--- config.mk ---
export PLATFORM = sky130hd
export DESIGN_NAME = lfu_node_cache_directory_top
export DESIGN_NICKNAME = d
export VERILOG_FILES = /design/src/sv/lfu_pkg.sv /design/src/sv/lfu_dir_mem.sv /design/src/sv/lfu_cmp_unit.sv /design/src/sv/lfu_node_cache_directory_top.sv
export SDC_FILE = /design/constraint.sdc
export NUM_CORES = 1
export LEC_CHECK = 0
export CAP_MARGIN = 20
export CORE_ASPECT_RATIO = 0.5
export CORE_UTILIZATION = 55
export DETAILED_ROUTE_END_ITERATION = 6
export DONT_BUFFER_PORTS = 1
export GPL_TIMING_DRIVEN = 1
export PLACE_DENSITY = 0.74
export SLEW_MARGIN = 5
export SYNTH_ARGS = -nofsm -noshare
export SYNTH_HDL_FRONTEND = slang
export SYNTH_SLANG_ARGS = --single-unit
--- constraint.sdc ---
create_clock -name clk -period 5.89 [get_ports clk]
set_input_delay 0.2945 -clock clk [delete_from_list [all_inputs] [get_ports clk]]
set_output_delay 0.2945 -clock clk [all_outputs]
set_load 0.01 [all_outputs]
--- src/sv/lfu_pkg.sv ---
// Package for the LFU node cache directory.
// Holds the field widths, status codes and the compare unit's result type.
// Depends on nothing; every other file imports it.
package lfu_pkg;

	localparam int TAG_W   = 32;
	localparam int COUNT_W = 32;
	localparam int SLOT_W  = 3;

	localparam logic [COUNT_W-1:0] COUNT_MAX = {COUNT_W{1'b1}};
	localparam logic [COUNT_W-1:0] COUNT_ONE = COUNT_W'(1);

	localparam logic [1:0] ST_HIT   = 2'd0;
	localparam logic [1:0] ST_FILL  = 2'd1;
	localparam logic [1:0] ST_WMISS = 2'd2;
	localparam logic [1:0] ST_FAIL  = 2'd3;

	typedef struct packed {
		logic               match;
		logic               le;
		logic [COUNT_W-1:0] cnt_inc;
	} cmp_res_t;

endpackage

--- src/sv/lfu_dir_mem.sv ---
// Tag and use-count storage of the directory: one write address, one read
// address, registered read data. Depends on lfu_pkg for the field widths.
module lfu_dir_mem #(
	parameter int ENTRIES = 8,
	parameter int AW      = 3
) (
	input  logic                         clk,
	input  logic [AW-1:0]                raddr,
	input  logic [AW-1:0]                waddr,
	input  logic                         we_tag,
	input  logic                         we_cnt,
	input  logic [lfu_pkg::TAG_W-1:0]    wtag,
	input  logic [lfu_pkg::COUNT_W-1:0]  wcnt,
	output logic [lfu_pkg::TAG_W-1:0]    rtag,
	output logic [lfu_pkg::COUNT_W-1:0]  rcnt
);
	import lfu_pkg::*;

	logic [TAG_W-1:0]   tag_mem [ENTRIES];
	logic [COUNT_W-1:0] cnt_mem [ENTRIES];
	logic [TAG_W-1:0]   rtag_q;
	logic [COUNT_W-1:0] rcnt_q;

	always_ff @(posedge clk) begin
		if (we_tag) begin
			tag_mem[waddr] <= wtag;
		end
		if (we_cnt) begin
			cnt_mem[waddr] <= wcnt;
		end
		rtag_q <= tag_mem[raddr];
		rcnt_q <= cnt_mem[raddr];
	end

	assign rtag = rtag_q;
	assign rcnt = rcnt_q;

endmodule

--- src/sv/lfu_cmp_unit.sv ---
// Shared compare unit: tag match, least-count compare and saturating bump.
// Used once per scanned entry. Depends on lfu_pkg.
module lfu_cmp_unit (
	input  logic [lfu_pkg::TAG_W-1:0]   tag,
	input  logic [lfu_pkg::COUNT_W-1:0] cnt,
	input  logic [lfu_pkg::TAG_W-1:0]   pos,
	input  logic [lfu_pkg::COUNT_W-1:0] lowest,
	output lfu_pkg::cmp_res_t           res
);
	import lfu_pkg::*;

	always_comb begin
		res.match   = (tag == pos);
		res.le      = (cnt <= lowest);
		res.cnt_inc = (cnt == COUNT_MAX) ? COUNT_MAX : cnt + COUNT_ONE;
	end

endmodule

--- src/sv/lfu_node_cache_directory_top.sv ---
// Top level of the LFU node cache directory.
// Uses lfu_pkg, lfu_dir_mem and lfu_cmp_unit.
//
// The block looks up node positions in a small fully associative directory.
// A request item is taken at a rising edge where start is high and busy is
// low; its fields are req_type, node_pos and fetch_ok. Busy then stays high
// while a small sequencer walks the filled entries one per cycle through a
// single compare unit, reading the tag and use-count memory at one address
// each cycle with registered read data.
// The walk stops at the first matching entry. A hit bumps the entry's count
// (saturating). A read miss with a good fetch fills the next empty entry, or
// once all are full the entry with the smallest count, the last on a tie,
// and sets its count to one. Writes never allocate.
// The result item (status, slot) appears for exactly one cycle, marked by
// done, in the same cycle that busy falls; the receiver cannot stall it, so it
// must take it then. A new request may be given in that same cycle.
// Reset clears the fill count and the sequencer; the memories are not
// cleared because only filled entries are ever compared.
module lfu_node_cache_directory_top #(
	parameter int CACHE_ENTRIES = 8
) (
	input  logic                              clk,
	input  logic                              arst_n,
	input  logic                              start,
	output logic                              busy,
	input  logic                              req_type,
	input  logic [lfu_pkg::TAG_W-1:0]         node_pos,
	input  logic                              fetch_ok,
	output logic                              done,
	output logic [1:0]                        status,
	output logic [lfu_pkg::SLOT_W-1:0]        slot
);
	import lfu_pkg::*;

	// AW indexes an entry; IW also holds the entry count itself.
	localparam int AW = $clog2(CACHE_ENTRIES);
	localparam int IW = $clog2(CACHE_ENTRIES + 1);
	localparam logic [IW-1:0] FULL = IW'(CACHE_ENTRIES);

	localparam logic S_IDLE = 1'b0;
	localparam logic S_SCAN = 1'b1;

	logic               state_q;
	logic [IW-1:0]      fill_q;
	logic [IW-1:0]      idx_q;
	logic               data_vld_q;
	logic [AW-1:0]      data_idx_q;
	logic [COUNT_W-1:0] lowest_q;
	logic [AW-1:0]      victim_q;

	// Latched request.
	logic               req_type_q;
	logic [TAG_W-1:0]   pos_q;
	logic               fetch_ok_q;

	// Result registers.
	logic               done_q;
	logic [1:0]         status_q;
	logic [SLOT_W-1:0]  slot_q;

	logic [TAG_W-1:0]   rtag;
	logic [COUNT_W-1:0] rcnt;
	cmp_res_t           cmp;

	logic               accept;
	logic               issue;
	logic               hit_now;
	logic               finish;
	logic               do_fill;
	logic               take;
	logic [COUNT_W-1:0] cur_low;
	logic [AW-1:0]      cur_vic;
	logic [AW-1:0]      waddr;
	logic               we_tag;
	logic               we_cnt;
	logic [COUNT_W-1:0] wcnt;
	logic [1:0]         res_status;

	assign accept = start && (state_q == S_IDLE);

	lfu_dir_mem #(
		.ENTRIES (CACHE_ENTRIES),
		.AW      (AW)
	) u_mem (
		.clk    (clk),
		.raddr  (idx_q[AW-1:0]),
		.waddr  (waddr),
		.we_tag (we_tag),
		.we_cnt (we_cnt),
		.wtag   (pos_q),
		.wcnt   (wcnt),
		.rtag   (rtag),
		.rcnt   (rcnt)
	);

	lfu_cmp_unit u_cmp (
		.tag    (rtag),
		.cnt    (rcnt),
		.pos    (pos_q),
		.lowest (lowest_q),
		.res    (cmp)
	);

	// Each scan cycle issues a read of entry idx_q while unread filled entries
	// remain, and compares the data of the entry read in the cycle before. The
	// walk ends on a match, or once every filled entry is read and compared.
	always_comb begin
		issue   = (state_q == S_SCAN) && (idx_q != fill_q);
		hit_now = (state_q == S_SCAN) && data_vld_q && cmp.match;
		finish  = (state_q == S_SCAN) && (hit_now || (idx_q == fill_q));

		// Running least-count victim, including the entry compared now.
		take    = data_vld_q && !cmp.match && cmp.le;
		cur_low = take ? rcnt : lowest_q;
		cur_vic = take ? data_idx_q : victim_q;

		do_fill = finish && !hit_now && !req_type_q && fetch_ok_q;

		if (hit_now) begin
			waddr = data_idx_q;
		end else if (fill_q == FULL) begin
			waddr = cur_vic;
		end else begin
			waddr = fill_q[AW-1:0];
		end

		we_tag = do_fill;
		we_cnt = do_fill || hit_now;
		wcnt   = hit_now ? cmp.cnt_inc : COUNT_ONE;

		if (hit_now) begin
			res_status = ST_HIT;
		end else if (req_type_q) begin
			res_status = ST_WMISS;
		end else if (!fetch_ok_q) begin
			res_status = ST_FAIL;
		end else begin
			res_status = ST_FILL;
		end
	end

	always_ff @(posedge clk or negedge arst_n) begin
		if (!arst_n) begin
			state_q    <= S_IDLE;
			fill_q     <= '0;
			idx_q      <= '0;
			data_vld_q <= 1'b0;
			done_q     <= 1'b0;
		end else begin
			done_q <= 1'b0;
			case (state_q)
				S_IDLE: begin
					if (accept) begin
						state_q    <= S_SCAN;
						idx_q      <= '0;
						data_vld_q <= 1'b0;
					end
				end
				S_SCAN: begin
					if (finish) begin
						state_q    <= S_IDLE;
						done_q     <= 1'b1;
						data_vld_q <= 1'b0;
						if (do_fill && (fill_q != FULL)) begin
							fill_q <= fill_q + IW'(1);
						end
					end else begin
						data_vld_q <= issue;
						if (issue) begin
							idx_q <= idx_q + IW'(1);
						end
					end
				end
				default: begin
					state_q <= S_IDLE;
				end
			endcase
		end
	end

	// Request, scan and result payload registers.
	always_ff @(posedge clk) begin
		if (accept) begin
			req_type_q <= req_type;
			pos_q      <= node_pos;
			fetch_ok_q <= fetch_ok;
			lowest_q   <= COUNT_MAX;
			victim_q   <= '0;
		end else if (state_q == S_SCAN) begin
			lowest_q <= cur_low;
			victim_q <= cur_vic;
		end
		if (state_q == S_SCAN) begin
			data_idx_q <= idx_q[AW-1:0];
		end
		if (finish) begin
			status_q <= res_status;
			if (hit_now || do_fill) begin
				slot_q <= SLOT_W'(waddr);
			end else begin
				slot_q <= '0;
			end
		end
	end

	assign busy   = (state_q == S_SCAN);
	assign done   = done_q;
	assign status = status_q;
	assign slot   = slot_q;

endmodule

==> impl_metrics.env <==
export IMPL_status="finished, final reports clean"
export IMPL_cp_required_ns=6.17
export IMPL_syn_nets=1436
export IMPL_gr_usage_all_layers_pct=21.63
export IMPL_fin_crit_ns=4.505
export IMPL_hold_class="primary input to asynchronous set/reset pin"
export IMPL_yosysWarnings=0
export IMPL_slew_viol_final=0
export IMPL_slew_headroom_pct=31.24
export IMPL_ir_worst_vdd_uv=331.6
export IMPL_muxShareOfSynthArea_pct=14.25
export IMPL_drt_initial_drc_count=1286
export IMPL_clock_sinks=664
export IMPL_synth_top_family_by_area="multiplexers"
export IMPL_overflow=0
export IMPL_synth_ff_type="edfxtp_1"
export IMPL_synth_edff_count=554
export IMPL_endpoint_kind="flip-flop"
export IMPL_antenna_found_initial=0
export IMPL_ys_seq_area_share_pct=73.64
export IMPL_vias_per_cell=6.029
export IMPL_switching_share_pct=29.25
export IMPL_syn_to_final_growth_pct=12.07
export IMPL_htree_levels=2
export IMPL_total_leakage_power_nw=9.754
export IMPL_place_gp_congestion=0.8155
export IMPL_clkPwrFrac_pct=28.1
export IMPL_postSynthAreaPerCell_um2=18.82
export IMPL_ys_async_sr_fraction_pct=1.657
export IMPL_cap_violations=0
export IMPL_grt_pass1_wl_um=77690
export IMPL_ys_types=53
export IMPL_die_y_um=154.7
export IMPL_ant_nets=0
export IMPL_io_buffers=0
export IMPL_clockBufferDepth=3
export IMPL_r2r_start="pos_q[0]"
export IMPL_max_freq_mhz=222.0
export IMPL_clockRootBuffer="clkbuf_16"
export IMPL_report_final_hold_viol_count=0
export IMPL_final_layout_size_suffix_gt1_share_pct=22.54
export IMPL_path_max_fanout=19
export IMPL_crit_type="flip-flop to flip-flop"
export IMPL_switchingPower_w=0.003832
export IMPL_synthAdderAreaFrac_pct=1.756
export IMPL_ios=44
export IMPL_fin_nets=1500
export IMPL_clock_skew_ns=0.02916
export IMPL_die_area_um2=47560
export IMPL_seq_power_share_pct=47.2
export IMPL_place_ws_ns=1.383
export IMPL_synth_area_top_cells="edfxtp_1, mux4_2, dfxtp_1"
export IMPL_synth_top_area_share_pct=64.85
export IMPL_drc_errors=0
export IMPL_start_util_pct=56.23
export IMPL_core_area_um2=45630
export IMPL_via_count=12660
export IMPL_die_w_um=307.4
export IMPL_worstPathArrival_ns=4.78
export IMPL_synth_compound_area_share_pct=2.951
export IMPL_crit_start="pos_q[0]"
export IMPL_synth_xor_area_share_pct=2.151
export IMPL_wl_per_cell_um=23.96
export IMPL_whs_ns=0.1194
export IMPL_worst_slack_ns=1.385
export IMPL_cp_start_kind="flip-flop"
export IMPL_dp_hpwl_um=27450
export IMPL_synth_simple_area_share_pct=3.726
export IMPL_clk_pin_slew_ns=0.07
export IMPL_clk_latency_ns=0.61
export IMPL_grt_pass1_vias=13230
export IMPL_syn_cell_area_um2=25650
export IMPL_antennaDiodeCount=0
export IMPL_intPower_w=0.009269
export IMPL_ys_seq_elements=664
export IMPL_tightest_slew_ns=1.024
export IMPL_finalSetupViolations=0
export IMPL_power_density_nw_per_um2=455.7
export IMPL_tritoncts="built"
export IMPL_combPwrFrac_pct=24.7
export IMPL_grt_max_degree=71
export IMPL_cts_made_buffers=55
export IMPL_num_rows=55
export IMPL_rr_worst_depth=10
export IMPL_netlist_instances=1363
export IMPL_drt_total_wl_um=50310
export IMPL_rsz0062_at_grt="false"
export IMPL_synth_top_area_cell="edfxtp_1"
export IMPL_dr_pass1_iters=5
export IMPL_period_share_pct=76.49
## registers in the layout, indices dropped and copies added, names as in the netlist, 2 cells and up
signal / flops
victim_q: 3
status: 2
pos_q: 32
data_idx_q: 3
fill_q: 4
lowest_q: 32
u_mem.rtag: 32
slot: 3
u_mem.cnt_mem: 256
u_mem.rcnt: 32
u_mem.tag_mem: 256
idx_q: 4
## cell families (layout without fill, tap and decap cells)
group,after synthesis,count (layout)
flops,664,664
mux,197,197
simple gates,187,187
compound gates,114,114
buf+inv,102,212
xor+xnor,63,63
fa+ha+maj,36,36
## power by group through the flow
| stage | logic, W | registers [W] | clock network [W] |
|---|---|---|---|
| 4_1_cts | 0.00327 | 0.00617 | 0.00372 |
| 5_1_grt | 0.00355 | 0.00624 | 0.00389 |
| 6_report | 0.00324 | 0.00618 | 0.00368 |
| 3_5_place_dp | 0.00321 | 0.00627 | 0 |
| 3_3_place_gp | 0.00306 | 0.00622 | 0 |
| 2_1_floorplan | 0.00249 | 0.00610 | 0 |
## critical path: stages (launching register included)
cell      delay [ns]
edfxtp_1        0.51
xor2_1          0.24
nor4_1          0.64
nand4_1         0.26
nor4_2          0.26
buf_4           0.28
mux2i_1         0.30
o311a_4         0.30
o221ai_1        0.30
nor2_4          0.69
buf_4           0.39
## cell usage in the layout, fill, tap and decap left out, drive strengths merged, types with 4 or more instances in the layout
| cell type | synthesis | layout |
|---|---|---|
| xor2 | 54 | 54 |
| o211ai | 33 | 33 |
| dlygate4sd3 | 0 | 36 |
| nand3 | 17 | 17 |
| nand4 | 21 | 21 |
| dfxtp | 99 | 99 |
| ha | 36 | 36 |
| o21ai | 7 | 7 |
| mux2 | 65 | 65 |
| and3 | 7 | 7 |
| mux2i | 4 | 4 |
| mux4 | 128 | 128 |
| xnor2 | 9 | 9 |
| inv | 43 | 45 |
| a21oi | 46 | 46 |
| buf | 12 | 29 |
| nor3 | 11 | 11 |
| bufinv | 0 | 4 |
| dfrtp | 11 | 11 |
| edfxtp | 554 | 554 |
| clkbuf | 46 | 75 |
| and2 | 9 | 9 |
| nor4 | 16 | 16 |
| nor2 | 21 | 21 |
| and4 | 8 | 8 |
| nand2 | 63 | 63 |
| or2 | 4 | 4 |
| clkinv | 1 | 21 |
## area by class of cell
class,instances,area [µm²]
Fill cell,3046,16870
Inverter,44,165.2
Timing Repair Buffer,65,601.8
Clock inverter,28,256.5
Clock buffer,75,1563
Tap cell,627,784.5
Sequential cell,664,18900
Multi-Input combinational cell,597,6476
## per-stage QoR
stage,TNS (ns),instance area (µm²),total power (W),util (%),instances
final,0,28750,0.01310,63.02,2100
after detailed placement,0,26560,0.009472,58.21,1960
after CTS,0,28740,0.01316,62.98,2099
after global routing,0,28750,0.01369,63.02,2100
after floorplan,-47.98,25650,0.008592,-,1363
after global placement,0,26530,0.009284,58.14,1958
## metal layers
| layer | routed length, µm | vias to the layer above | track usage [%] |
|---|---|---|---|
| met2 | 25230 | 402 | 36.69 |
| met3 | 2503 | 87 | 3.152 |
| li1 | - | 5578 | - |
| met1 | 21630 | 6593 | 29.91 |
| met4 | 954 | 0 | 5.283 |
| met5 | 0 | - | 0 |
## cell usage after synthesis (7+ instances only)
cell type	number
mux2_2	65
nand2_1	63
and4_1	8
inv_1	43
nor2_1	21
nor3_1	11
dfxtp_1	99
buf_1	10
xor2_1	54
o21ai_0	7
a21oi_1	46
edfxtp_1	554
and2_1	9
xnor2_1	9
ha_1	36
nand4_1	21
and3_1	7
mux4_2	128
nand3_1	17
o211ai_1	33
dfrtp_1	11
nor4_1	16
clkbuf_1	46
## final timing paths
check / endpoint / slack (ns)
max: u_mem.tag_mem[3][17] / 1.38
min: fill_q[1] / 0.12
max reg2reg: u_mem.tag_mem[3][17] / 1.38
min reg2reg: lowest_q[19] / 0.49
max in group asynchronous: idx_q[1] / 5.33
min in group clk: lowest_q[31] / 0.20
## what timing repair did
| action | in CTS | in global routing |
|---|---|---|
| setup buffers | 0 | 0 |
| hold buffers | 36 | 0 |
| gates resized for setup | 0 | 0 |
| hold endpoints to repair | 50 | 0 |
Note: power is estimated with default switching activity, not from simulation.
